### src/hw/rtl/mm3h_pkg.sv
// Shared constants, types and codes for the MurmurHash3 x86_32 stream hash core.
`timescale 1ns / 1ps

package mm3h_pkg;

   // Hash constants
   localparam logic [31:0] SEED_RESET = 32'd16769023;
   localparam logic [31:0] MIX_C1     = 32'hcc9e2d51;
   localparam logic [31:0] MIX_C2     = 32'h1b873593;
   localparam logic [31:0] MIX_ADD    = 32'he6546b64;
   localparam logic [31:0] FMIX_C1    = 32'h85ebca6b;
   localparam logic [31:0] FMIX_C2    = 32'hc2b2ae35;

   // Byte count of a word that carries all four bytes
   localparam logic [2:0]  FULL_COUNT = 3'd4;

   // Controller states
   typedef enum logic [2:0] {
      ST_IDLE,
      ST_MUL_WORD,
      ST_MUL_ROT,
      ST_ACC,
      ST_FIN1,
      ST_FIN2,
      ST_EMIT
   } mm3h_state_type;

   // Multiplier operand selection
   typedef enum logic [2:0] {
      OP_NONE,
      OP_MUL_WORD,
      OP_MUL_ROT,
      OP_MUL_FIN1,
      OP_MUL_FIN2
   } mm3h_op_type;

   // Controller to datapath commands
   typedef struct packed {
      logic        load;
      mm3h_op_type op;
      logic        acc;
      logic        emit;
   } mm3h_cmd_type;

   // Datapath to controller status
   typedef struct packed {
      logic in_empty;
      logic last;
      logic rsp_busy;
   } mm3h_stat_type;

endpackage

### src/hw/rtl/mm3h_ctrl.sv
// Sequencer for the hash core: walks each word through multiply, accumulate and finalize.
`timescale 1ns / 1ps

module mm3h_ctrl (
   input  logic                   clock,
   input  logic                   reset,
   input  logic                   req_valid,
   output logic                   req_stall,
   input  mm3h_pkg::mm3h_stat_type stat,
   output mm3h_pkg::mm3h_cmd_type  cmd
);

   mm3h_pkg::mm3h_state_type state_ff;
   mm3h_pkg::mm3h_state_type state_in;

   // State register
   always_ff @(posedge clock) begin
      if (reset) begin
         state_ff <= mm3h_pkg::ST_IDLE;
      end else begin
         state_ff <= state_in;
      end
   end

   // Next state and commands
   always_comb begin
      state_in  = state_ff;
      req_stall = 1'b1;
      cmd.load  = 1'b0;
      cmd.op    = mm3h_pkg::OP_NONE;
      cmd.acc   = 1'b0;
      cmd.emit  = 1'b0;
      case (state_ff)
         mm3h_pkg::ST_IDLE: begin
            req_stall = 1'b0;
            if (req_valid) begin
               cmd.load = 1'b1;
               // an empty last word skips the mix entirely
               state_in = stat.in_empty ? mm3h_pkg::ST_FIN1 : mm3h_pkg::ST_MUL_WORD;
            end
         end
         mm3h_pkg::ST_MUL_WORD: begin
            cmd.op   = mm3h_pkg::OP_MUL_WORD;
            state_in = mm3h_pkg::ST_MUL_ROT;
         end
         mm3h_pkg::ST_MUL_ROT: begin
            cmd.op   = mm3h_pkg::OP_MUL_ROT;
            state_in = mm3h_pkg::ST_ACC;
         end
         mm3h_pkg::ST_ACC: begin
            cmd.acc  = 1'b1;
            state_in = stat.last ? mm3h_pkg::ST_FIN1 : mm3h_pkg::ST_IDLE;
         end
         mm3h_pkg::ST_FIN1: begin
            cmd.op   = mm3h_pkg::OP_MUL_FIN1;
            state_in = mm3h_pkg::ST_FIN2;
         end
         mm3h_pkg::ST_FIN2: begin
            cmd.op   = mm3h_pkg::OP_MUL_FIN2;
            state_in = mm3h_pkg::ST_EMIT;
         end
         mm3h_pkg::ST_EMIT: begin
            // hold until the output register is free
            if (!stat.rsp_busy) begin
               cmd.emit = 1'b1;
               state_in = mm3h_pkg::ST_IDLE;
            end
         end
         default: begin
            state_in = mm3h_pkg::ST_IDLE;
         end
      endcase
   end

endmodule

### src/hw/rtl/mm3h_dpath.sv
// Datapath of the hash core: seed, running hash, length, shared multiplier, output register.
`timescale 1ns / 1ps

module mm3h_dpath (
   input  logic                   clock,
   input  logic                   reset,
   input  logic                   csr_valid,
   input  logic [31:0]            csr_seed,
   input  logic [31:0]            req_data_word,
   input  logic [2:0]             req_byte_count,
   input  logic                   req_last_item,
   input  logic                   rsp_stall,
   input  mm3h_pkg::mm3h_cmd_type  cmd,
   output mm3h_pkg::mm3h_stat_type stat,
   output logic                   rsp_valid,
   output logic [31:0]            rsp_hash_value
);

   logic [31:0] seed_ff;
   logic [31:0] hash_ff;
   logic [31:0] hash_in;
   logic [31:0] len_ff;
   logic [31:0] word_ff;
   logic        full_ff;
   logic        last_ff;
   logic [31:0] prod_ff;
   logic        rsp_valid_ff;
   logic [31:0] rsp_hash_ff;

   logic [2:0]  count;
   logic [31:0] mask;
   logic [31:0] mul_a;
   logic [31:0] mul_b;
   logic [31:0] mul_p;
   logic [31:0] fin_x;
   logic [31:0] acc_x;
   logic [31:0] acc_r;

   // Effective byte count: saturate, and a word that is not last is full
   assign count = (!req_last_item || (req_byte_count inside {[3'd5:3'd7]}))
                  ? mm3h_pkg::FULL_COUNT : req_byte_count;

   // Keep only the valid low bytes
   always_comb begin
      case (count)
         3'd1:    mask = 32'h0000_00ff;
         3'd2:    mask = 32'h0000_ffff;
         3'd3:    mask = 32'h00ff_ffff;
         3'd4:    mask = 32'hffff_ffff;
         default: mask = 32'h0000_0000;
      endcase
   end

   // Shared multiplier operand select, low 32 bits of the product kept
   assign fin_x = hash_ff ^ len_ff;
   always_comb begin
      case (cmd.op)
         mm3h_pkg::OP_MUL_WORD: begin
            mul_a = word_ff;
            mul_b = mm3h_pkg::MIX_C1;
         end
         mm3h_pkg::OP_MUL_ROT: begin
            mul_a = {prod_ff[16:0], prod_ff[31:17]};
            mul_b = mm3h_pkg::MIX_C2;
         end
         mm3h_pkg::OP_MUL_FIN1: begin
            mul_a = fin_x ^ {16'd0, fin_x[31:16]};
            mul_b = mm3h_pkg::FMIX_C1;
         end
         mm3h_pkg::OP_MUL_FIN2: begin
            mul_a = prod_ff ^ {13'd0, prod_ff[31:13]};
            mul_b = mm3h_pkg::FMIX_C2;
         end
         default: begin
            mul_a = 32'd0;
            mul_b = 32'd0;
         end
      endcase
   end
   assign mul_p = mul_a * mul_b;

   // Block mix accumulate: xor, rotate 13, times five plus constant; a tail word is only xored, emit reloads the seed
   assign acc_x = hash_ff ^ prod_ff;
   assign acc_r = {acc_x[18:0], acc_x[31:19]};
   always_comb begin
      hash_in = hash_ff;
      if (cmd.acc) begin
         hash_in = full_ff ? ({acc_r[29:0], 2'b00} + acc_r + mm3h_pkg::MIX_ADD) : acc_x;
      end else if (cmd.emit) begin
         hash_in = seed_ff;
      end
   end

   // Control and state registers
   always_ff @(posedge clock) begin
      if (reset) begin
         seed_ff      <= mm3h_pkg::SEED_RESET;
         hash_ff      <= mm3h_pkg::SEED_RESET;
         len_ff       <= 32'd0;
         rsp_valid_ff <= 1'b0;
      end else begin
         if (csr_valid) begin
            seed_ff <= csr_seed;
         end
         hash_ff <= hash_in;
         if (cmd.emit) begin
            len_ff <= 32'd0;
         end else if (cmd.load) begin
            len_ff <= len_ff + {29'd0, count};
         end
         if (cmd.emit) begin
            rsp_valid_ff <= 1'b1;
         end else if (!rsp_stall) begin
            rsp_valid_ff <= 1'b0;
         end
      end
   end

   // Payload registers
   always_ff @(posedge clock) begin
      if (cmd.load) begin
         word_ff <= req_data_word & mask;
         full_ff <= (count == mm3h_pkg::FULL_COUNT);
         last_ff <= req_last_item;
      end
      if (cmd.op != mm3h_pkg::OP_NONE) begin
         prod_ff <= mul_p;
      end
      if (cmd.emit) begin
         rsp_hash_ff <= prod_ff ^ {16'd0, prod_ff[31:16]};
      end
   end

   // Status to the controller
   assign stat.in_empty = (count == 3'd0);
   assign stat.last     = last_ff;
   assign stat.rsp_busy = rsp_valid_ff && rsp_stall;

   assign rsp_valid      = rsp_valid_ff;
   assign rsp_hash_value = rsp_hash_ff;

endmodule

### src/hw/rtl/murmur3_32_stream_hash_core.sv
// Top level of the MurmurHash3 x86_32 stream hash core.
//
//  channel | direction | handshake            | payload
//  req     | in        | req_valid/req_stall  | data_word, byte_count, last_item
//  rsp     | out       | rsp_valid/rsp_stall  | hash_value
//  csr     | in        | csr_valid/csr_ready  | seed
//
// A word that is not last passes capture, MUL_WORD, MUL_ROT and accumulate; a last
// word with bytes adds finalize states FIN1, FIN2, EMIT; an empty one skips to FIN1.
// All multiplies share one 32x32 multiplier, one per cycle.
// The final cycle waits while the output register holds a result not yet taken.
// Reset loads the seed register and running hash with 16769023 and clears the length.
`timescale 1ns / 1ps

module murmur3_32_stream_hash_core (
   input  logic        clock,
   input  logic        reset,
   input  logic        csr_valid,
   output logic        csr_ready,
   input  logic [31:0] csr_seed,
   input  logic        req_valid,
   output logic        req_stall,
   input  logic [31:0] req_data_word,
   input  logic [2:0]  req_byte_count,
   input  logic        req_last_item,
   output logic        rsp_valid,
   input  logic        rsp_stall,
   output logic [31:0] rsp_hash_value
);

   mm3h_pkg::mm3h_cmd_type  cmd;
   mm3h_pkg::mm3h_stat_type stat;

   // Seed register takes every transfer
   assign csr_ready = 1'b1;

   mm3h_ctrl u_ctrl (
      .clock     (clock),
      .reset     (reset),
      .req_valid (req_valid),
      .req_stall (req_stall),
      .stat      (stat),
      .cmd       (cmd)
   );

   mm3h_dpath u_dpath (
      .clock          (clock),
      .reset          (reset),
      .csr_valid      (csr_valid),
      .csr_seed       (csr_seed),
      .req_data_word  (req_data_word),
      .req_byte_count (req_byte_count),
      .req_last_item  (req_last_item),
      .rsp_stall      (rsp_stall),
      .cmd            (cmd),
      .stat           (stat),
      .rsp_valid      (rsp_valid),
      .rsp_hash_value (rsp_hash_value)
   );

endmodule

### config.mk
export PLATFORM = sky130hd
export DESIGN_NAME = murmur3_32_stream_hash_core
export DESIGN_NICKNAME = d
export VERILOG_FILES = /design/src/hw/rtl/mm3h_pkg.sv /design/src/hw/rtl/mm3h_ctrl.sv /design/src/hw/rtl/mm3h_dpath.sv /design/src/hw/rtl/murmur3_32_stream_hash_core.sv
export SDC_FILE = /design/constraint.sdc
export NUM_CORES = 2
export LEC_CHECK = 0
export ABC_AREA = 1
export BUFFER_PORTS_ARGS = -buffer_cell sky130_fd_sc_hd__buf_2
export CAP_MARGIN = 30
export CORE_AREA = 2 2 256 360
export CTS_CLUSTER_DIAMETER = 40
export CTS_CLUSTER_SIZE = 25
export DETAILED_ROUTE_END_ITERATION = 6
export DIE_AREA = 0 0 258 362
export GPL_TIMING_DRIVEN = 1
export SETUP_SLACK_MARGIN = 0.1
export SYNTH_ARGS = -nofsm -noshare
export SYNTH_HDL_FRONTEND = slang
export SYNTH_SLANG_ARGS = --single-unit
### constraint.sdc
create_clock -name clock -period 8.4 [get_ports clock]
set_clock_uncertainty 0.05 [all_clocks]
set_input_delay 0.42 -clock clock [delete_from_list [all_inputs] [get_ports clock]]
set_output_delay 0.42 -clock clock [all_outputs]
set_load 0.05 [all_outputs]
==> qor.csv <==
stage;metric;value;unit
clocking;cts_buffer_depth;2;
sta;setup_viol;0;
yosys;ys_seq_elements;198;
clocking;root_buffer;clkbuf_16;
placed_design;dp_cells;4742;
global_routing;grt_pass1_wl;161;mm
detailed_routing;post_drt_wl_per_cell;23.4;microns
finish;stdcell_area;31000;sq um
sta;whs;50.8;ps
finish;n_antenna_cell;0;
global_routing;grt_max_degree;52;
yosys;netlist_instances;3315;
yosys;ys.flop_type;dfxtp_1;
worst_setup_path;startpoint_type;flip-flop;
detailed_routing;first_pass_iters;6;
worst_setup_path;cp_common_cell;fa_1;
die;initial_core_util;29.8;%
clocking;cts_tree;built;
yosys;synth_edf_count;98;
min_path;holdCritPathClass;in2reg;
die;die_h;362;microns
sta;min_period;8150;ps
worst_setup_path;reg2reg_to;u_dpath.prod_ff[25]$_DFFE_PP_;
sta;tightestPinTransition;1120;ps
worst_setup_path;end_kind;flip-flop;
yosys;avgSynthCellArea;8.11;sq um
placed_design;placed_cell_area;30100;sq um
clocking;cts.sinks;198;
yosys;yosysTopAreaCell;fa_1;
yosys;ys_warn_count;0;
finish;stdcell_count;4790;
sta;final_max_slew_viol_count;0;
worst_setup_path;critPathMaxFanout;8;
die;ioPinCount;108;
die;num_rows;131;
global_routing;grt_usage;24.5;%
sta;max_freq;123;MHz
run_status;outcome;finished clean;
die;die_w;258;microns
clocking;insertion_delay;530;ps
clocking;cts-buffers-inserted;17;
sta;slew_headroom;25.2;%
worst_setup_path;r2r_start;u_ctrl.state_ff[1]$_SDFFE_PP0P_;
detailed_routing;via_count;22600;
placed_design;portBuffers;106;
finish;nets;4243;
yosys;synthArstFlopShare;0;%
detailed_routing;drtAntennaViolNets;0;
yosys;synth_area;26900;sq um
placed_design;dpl.hpwl;97.7;mm
yosys;netlist_top_cells_area;fa_1 30%, inv_1 13%, edfxtp_1 11%;
clocking;path_clk_slew;90;ps
worst_setup_path;path_class;reg2reg;
job;maxCapViolCount;0;
detailed_routing;drcViolationCount;0;
clocking;htreeDepth;4;
finish;final_common_cell;inv_1;
detailed_routing;vias_per_cell;4.71;
worst_setup_path;r2r_cells;28;
min_path;worstHoldStart;req_last_item;
global_routing;grt_pass1_vias;23700;
yosys;syn-num-nets;3978;
die;dieArea;93400;sq um
die;fp.coreArea;90300;sq um
finish;area_delta_synth_final;15.5;%
finish;drive_above_1_share;13.5;%
sta;hold_violations;0;
finish;final_cell_mix;896 x inv_1, 548 x nand2_1, 403 x fa_1, 242 x nor2_1, 208 x buf_4;
worst_setup_path;critPathSlowestCell;fa_1;
global_routing;gr-total-overflow;0;
yosys;synth-seq-area-share;18.4;%
detailed_routing;postRouteWirelength;112;mm
worst_setup_path;arrival;8400;ps
min_path;worst_hold_path.num_cells;1;
min_path;hold-path-endpoint;u_dpath.last_ff$_DFFE_PP_;
clocking;ctsHoldBuffers;0;
detailed_routing;drt_iter0_markers;1446;
global_routing;antenna_found_initial;2;
worst_setup_path;cp.required;8650;ps
yosys;synth.distinct_cells;60;
worst_setup_path;r2r_slack;250;ps
sta;timing.final.crit_share;97.0;%
placed_design;routabilityCongestion;1.06;
worst_setup_path;critPathMaxStageDelay;730;ps
yosys;synth.top_cell.area_share;30.2;%
sta;setup_tns;0;ps
sta;rsz0062_at_grt;true;
-- worst max-delay path: cells and delay by family, from the launching register on --
kind	cells	cell delay, ps
AO/OA/AOI/OAI	2	320
XOR/XNOR	1	370
adder cells (fa/ha/maj)	9	4600
buffers and inverters	8	860
flip-flops	1	460
AND/OR/NAND/NOR	8	1250
-- metal layers --
| metal | global-route usage, % | routed length (microns) | share of wire, % |
|---|---|---|---|
| met2 | 42.5 | 55500 | 49 |
| met4 | 21.9 | 11700 | 10 |
| met1 | 25.4 | 39700 | 35 |
| met5 | 0 | 13 | 0.012 |
| met3 | 3.79 | 5330 | 4.7 |
-- worst max path at each step --
| stage | startpoint | endpoint | slack (ps) | cells after the start |
|---|---|---|---|---|
| floorplan | u_ctrl.state_ff[2]$_SDFFE_PP0P_ | u_dpath.prod_ff[30]$_DFFE_PP_ | 710 | 29 |
| global placement | u_dpath.prod_ff[22]$_DFFE_PP_ | u_dpath.prod_ff[25]$_DFFE_PP_ | -250 | 27 |
| detailed placement | u_dpath.prod_ff[22]$_DFFE_PP_ | u_dpath.prod_ff[25]$_DFFE_PP_ | -160 | 27 |
| CTS | u_ctrl.state_ff[1]$_SDFFE_PP0P_ | u_dpath.prod_ff[25]$_DFFE_PP_ | 110 | 33 |
| global route | u_ctrl.state_ff[0]$_SDFFE_PP0P_ | u_dpath.prod_ff[28]$_DFFE_PP_ | -50 | 31 |
| finish | u_ctrl.state_ff[1]$_SDFFE_PP0P_ | u_dpath.prod_ff[25]$_DFFE_PP_ | 250 | 28 |
-- metrics by stage --
step	setup WS (ps)	utilization [%]
2_1_floorplan	715	-
3_3_place_gp	-254	33.3
3_5_place_dp	-161	33.3
4_1_cts	113	34.0
5_1_grt	-51.3	34.4
6_report	248	34.4
-- final cells by class --
| type | instances | area (sq um) |
|---|---|---|
| Clock buffer | 18 | 429 |
| Clock inverter | 14 | 180 |
| Fill cell | 9576 | 59300 |
| Inverter | 913 | 3440 |
| Multi-Input combinational cell | 2129 | 18300 |
| Sequential cell | 198 | 4950 |
| Tap cell | 1197 | 1500 |
| Timing Repair Buffer | 321 | 2190 |
-- kinds of logic after synthesis --
kind of cell    count (synthesis)  share of synthesized area (%)
compound gates                332                           6.99
xor+xnor                      143                           4.66
fa+ha+maj                     590                           38.8
buf+inv                       988                           14.1
flops                         198                           18.4
other cells                     1                         0.0140
simple gates                 1063                           17.1
-- registers in the layout, summed over array words and instances (netlist names) --
| name | count |
|---|---|
| u_dpath.rsp_hash_value | 32 |
| u_dpath.rsp_valid | 1 |
| u_dpath.word_ff | 32 |
| u_dpath.seed_ff | 32 |
| u_ctrl.state_ff | 3 |
| u_dpath.hash_ff | 32 |
| u_dpath.len_ff | 32 |
| u_dpath.last_ff | 1 |
| u_dpath.full_ff | 1 |
| u_dpath.prod_ff | 32 |
-- repair_timing --
| action | 4_1_cts | 5_1_grt |
|---|---|---|
| resized for setup | 6 | 64 |
| buffers inserted | 3 | 13 |
| gates cloned | 0 | 0 |
| hold endpoints to repair | 0 | 0 |
| pin swaps | 1 | 5 |
| setup endpoints to repair | 3 | 8 |
-- cell usage after synthesis, drive strengths merged, types with 7 or more instances --
master and n:
clkbuf 53, buf 22, nor4 8, or2 10, nand3b 7, nand2 572, o21ai 143, nor3 27
nor3b 9, a21oi 124, nor2 284, ha 184, xor2 80, edfxtp 98, dfxtp 100, inv 911
nand3 116, nand4 29, fa 406, xnor2 63, o211ai 24
Power is left out: the tool's default activity adds up to more than one toggle a clock period on the data nets, which glitch-free logic cannot reach.
